**config.mk**
```make
export PLATFORM = sky130hd
export DESIGN_NAME = mpqik_ctrl
export DESIGN_NICKNAME = d
export VERILOG_FILES = /design/src/mpqik_pkg.sv /design/src/mpqik_ctrl.sv
export SDC_FILE = /design/constraint.sdc
export NUM_CORES = 1
export LEC_CHECK = 0
export BUFFER_PORTS_ARGS = -buffer_cell sky130_fd_sc_hd__buf_2
export CAP_MARGIN = 10
export CELL_PAD_IN_SITES_DETAIL_PLACEMENT = 0
export CELL_PAD_IN_SITES_GLOBAL_PLACEMENT = 1
export CORE_AREA = 2 2 39 41
export DETAILED_ROUTE_END_ITERATION = 10
export DIE_AREA = 0 0 41 43
export PLACE_DENSITY = 0.53
export SYNTH_ARGS = -nofsm -noshare
export SYNTH_HDL_FRONTEND = slang
export SYNTH_SLANG_ARGS = --single-unit
```
**constraint.sdc**
```tcl
create_clock -name clk -period 1.4 [get_ports clk]
set_clock_uncertainty 0.05 [all_clocks]
set_input_delay 0.28 -clock clk [delete_from_list [all_inputs] [get_ports clk]]
set_output_delay 0.28 -clock clk [all_outputs]
set_load 0.05 [all_outputs]
```
**src/mpqik_pkg.sv**
```systemverilog
package mpqik_pkg;

  localparam int CAPACITY = 1024;
  localparam int SLOT_W   = 10;
  localparam int COUNT_W  = 11;
  localparam int KEY_W    = 32;

  localparam logic [1:0] CMD_INSERT   = 2'd0;
  localparam logic [1:0] CMD_EXTRACT  = 2'd1;
  localparam logic [1:0] CMD_INCREASE = 2'd2;
  localparam logic [1:0] CMD_NOP      = 2'd3;

  localparam logic [1:0] ST_DONE    = 2'd0;
  localparam logic [1:0] ST_EMPTY   = 2'd1;
  localparam logic [1:0] ST_FULL    = 2'd2;
  localparam logic [1:0] ST_IGNORED = 2'd3;

  typedef struct packed {
    logic [1:0]              cmd;
    logic signed [KEY_W-1:0] value;
    logic [SLOT_W-1:0]       slot;
  } in_item_t;

  typedef struct packed {
    logic [SLOT_W-1:0]       handle;
    logic signed [KEY_W-1:0] result_value;
    logic [1:0]              status;
    logic signed [KEY_W-1:0] top_value;
    logic [COUNT_W-1:0]      entry_total;
    logic                    is_empty;
  } out_item_t;

  typedef enum logic [2:0] {
    S_CLEAR,
    S_IDLE,
    S_EXEC,
    S_APPLY,
    S_SCAN,
    S_DONE
  } state_t;

  typedef struct packed {
    logic clr;
    logic load;
    logic op_exec;
    logic inc_apply;
    logic scan_run;
  } dp_cmd_t;

  typedef struct packed {
    logic clr_last;
    logic scan_last;
    logic is_inc;
  } dp_sts_t;

endpackage

```
**src/mpqik_ctrl.sv**
```systemverilog
module mpqik_ctrl
  import mpqik_pkg::*;
(
  input  logic    clk,
  input  logic    rst,
  input  logic    in_valid,
  output logic    in_ready,
  output logic    out_valid,
  input  logic    out_ready,
  input  dp_sts_t sts,
  output dp_cmd_t cmd
);

  state_t state, state_next;

  always_ff @(posedge clk) begin
    if (rst) begin
      state <= S_CLEAR;
    end else begin
      state <= state_next;
    end
  end

  always_comb begin
    state_next = state;
    case (state)
      S_CLEAR: if (sts.clr_last) state_next = S_IDLE;
      S_IDLE:  if (in_valid) state_next = S_EXEC;
      S_EXEC:  state_next = sts.is_inc ? S_APPLY : S_SCAN;
      S_APPLY: state_next = S_SCAN;
      S_SCAN:  if (sts.scan_last) state_next = S_DONE;
      S_DONE:  if (out_ready) state_next = S_IDLE;
      default: state_next = S_CLEAR;
    endcase
  end

  always_comb begin
    cmd       = '0;
    in_ready  = 1'b0;
    out_valid = 1'b0;
    case (state)
      S_CLEAR: cmd.clr = 1'b1;
      S_IDLE: begin
        in_ready = 1'b1;
        cmd.load = in_valid;
      end
      S_EXEC:  cmd.op_exec = 1'b1;
      S_APPLY: cmd.inc_apply = 1'b1;
      S_SCAN:  cmd.scan_run = 1'b1;
      S_DONE:  out_valid = 1'b1;
      default: cmd = '0;
    endcase
  end

endmodule

```
==> impl_metrics.env <==
export IMPL_status="finished, violations left"
export IMPL_violations="setup timing"
export IMPL_ff2ff_setup_slack_ns=0.12
export IMPL_antenna_found_initial=0
export IMPL_dp_slack_ns=0.0204
export IMPL_hold_slack_ns=0.169
export IMPL_endpoint_kind="output port"
export IMPL_holdCritPathClass="in2reg"
export IMPL_hpwl_um=472
export IMPL_clock_sinks=3
export IMPL_mappedNetlistArea_sq_um=241
export IMPL_cts_buffer_depth=2
export IMPL_cts_tree="done"
export IMPL_use_met2=0.128
export IMPL_clk_pin_slew_ns=0.04
export IMPL_area_growth_pct=117
export IMPL_h_tree_depth=1
export IMPL_ant_nets=0
export IMPL_dpl_cell_area_sq_um=365
export IMPL_timing_hold_violations_final=0
export IMPL_critPathMaxFanout=7
export IMPL_cellPowerDensity_mw_per_mm2=989
export IMPL_portBuffers=13
export IMPL_drc=0
export IMPL_gr_max_usage_layer="met2"
export IMPL_ys_types=17
export IMPL_die_area_sq_mm=0.00176
export IMPL_final_util=0.379
export IMPL_final_setup_viol_count=2
export IMPL_start_util=0.175
export IMPL_slew_headroom=0.792
export IMPL_vias=297
export IMPL_worst_pin_slew_ns=0.303
export IMPL_syn_nets=38
export IMPL_p_leak_nw=0.230
export IMPL_period_needed_ns=1.42
export IMPL_ys_seq_area_frac=0.249
export IMPL_pwr_share_seq=0.222
export IMPL_synth_seq_cells=3
export IMPL_p_sw_frac=0.384
export IMPL_power_frac_comb=0.486
export IMPL_irDropWorstVdd_uv=444
export IMPL_gp_congestion=0.651
export IMPL_dp_cells=61
export IMPL_post_drt_wl_per_cell_um=9.63
export IMPL_path_class="reg2out"
export IMPL_synthCells=31
export IMPL_clockRootBuffer="clkbuf_4"
export IMPL_yosysWarningCount=0
export IMPL_max_cap_viol_count=0
export IMPL_drv_slew=0
export IMPL_grt_usage=0.0943
export IMPL_grtUsageMet1=0.103
export IMPL_vias_per_cell=4.13
export IMPL_grt_max_degree=11
export IMPL_layoutNonFillerInstCount=72
export IMPL_top_regs="state x3"
export IMPL_first_pass_iters=2
export IMPL_antenna_cells=0
export IMPL_cp_start_kind="flip-flop"
export IMPL_top_register="state"
export IMPL_period_share=1.02
export IMPL_grt_pass1_vias=265
export IMPL_routed_wl_um=693
export IMPL_setup_slack_ns=-0.0249
export IMPL_pin_count=14
export IMPL_die_x_um=41
export IMPL_dr_first_iter_drc_count=3
export IMPL_fmax_mhz=702
export IMPL_rsz0062_at_grt="true"
export IMPL_clkPwrFrac=0.292
export IMPL_p_int_uw=319
export IMPL_grt_use_met3=0.0471
export IMPL_stdcell_area_sq_um=524
export IMPL_critical_path_arrival_ns=1.09
export IMPL_largest_reg_flops=3
export IMPL_critPathRequiredTime_ns=1.07
export IMPL_core_area_sq_mm=0.00138
export IMPL_overflow=0
export IMPL_p_switching_uw=199
export IMPL_numCtsBuffers=3
export IMPL_final_layout_size_suffix_gt1_frac=0.714
export IMPL_placementRows=14
export IMPL_die_h_um=43
export IMPL_grt_pass1_wl_um=1050
export IMPL_clock_latency_ns=0.23
export IMPL_avgSynthCellArea_sq_um=7.79
export IMPL_fin_nets=64
-- worst max-delay path, stage by stage (launching register included) --
cell and delay, ns:
dfxtp_4 0.38, nor3_4 0.19, and2_4 0.16, buf_8 0.13
-- power groups by stage --
stage	clock [mW]	combinational [mW]	sequential, mW
after floorplan	0	0.148	0.109
after global placement	0	0.190	0.116
after detailed placement	0	0.189	0.115
after CTS	0.160	0.224	0.115
after global routing	0.172	0.269	0.118
final	0.151	0.252	0.115
-- cells in the mapped netlist --
master | instances | area, sq um
a21o_1 | 1 | 7.51
mux2i_1 | 3 | 30.0
o2bb2ai_1 | 1 | 8.76
nor2_1 | 4 | 15.0
and2_1 | 4 | 25.0
a21oi_1 | 2 | 10.0
o21ai_0 | 2 | 10.0
nand2b_1 | 1 | 6.26
nand2_1 | 1 | 3.75
nor2b_1 | 1 | 6.26
nor2b_2 | 1 | 8.76
nor4_2 | 1 | 12.5
a22oi_2 | 1 | 12.5
inv_1 | 2 | 7.51
buf_4 | 1 | 7.51
nor3_1 | 2 | 10.0
dfxtp_1 | 3 | 60.1
-- area by class of cell --
type	instances	area (sq um)
repair buffers	22	184
fillers	149	860
inverters	2	10.0
clock buffers	4	26.3
well taps	16	20.0
flip-flops and latches	3	71.3
multi-input cells	25	213
-- kinds of logic (layout without fill, tap and decap cells) --
kind of cell | after synthesis | count (layout) | synth area share
AND/OR/NAND/NOR | 15 | 15 | 0.363
AO/OA/AOI/OAI | 7 | 7 | 0.202
multiplexers | 3 | 3 | 0.124
flip-flops | 3 | 3 | 0.249
buffers and inverters | 3 | 28 | 0.0622
-- routing by layer --
layer,vias to the layer above,share of wire
met5,-,0
met4,0,0.013
met3,2,0.055
met2,7,0.49
met1,129,0.44
li1,159,-
-- per-stage QoR --
stage / power, mW / setup TNS (ns)
2_1_floorplan: 0.257 / -0.233
3_3_place_gp: 0.306 / 0
3_5_place_dp: 0.305 / 0
4_1_cts: 0.499 / -0.0733
5_1_grt: 0.558 / -0.197
6_report: 0.518 / -0.0356
-- timing repair --
action,4_1_cts,5_1_grt
hold endpoints to repair,0,0
setup endpoints to repair,7,7
pin swaps,0,2
hold buffers,0,0
gates resized for setup,20,10
buffers inserted,4,3
-- path summary, 6_finish.rpt --
| path | depth (start not counted) | endpoint | startpoint |
|---|---|---|---|
| max reg2reg | 5 | state[2] | state[2] |
| max | 3 | cmd[3] | state[1] |
| min | 2 | state[2] | rst |
| min reg2reg | 2 | state[1] | state[1] |
-- placed cells by master, fill, tap and decap left out, drive strengths merged --
| cell type | instances |
|---|---|
| inv | 2 |
| nand2b | 1 |
| o2bb2ai | 1 |
| a21o | 1 |
| nor4 | 1 |
| buf | 22 |
| nor3 | 2 |
| clkbuf | 4 |
| mux2i | 3 |
| dfxtp | 3 |
| and2 | 4 |
| a21oi | 2 |
| nor2b | 2 |
| nand2 | 1 |
| nor2 | 4 |
| a22oi | 1 |
| o21ai | 2 |
Note: power is estimated with default switching activity, not from simulation.
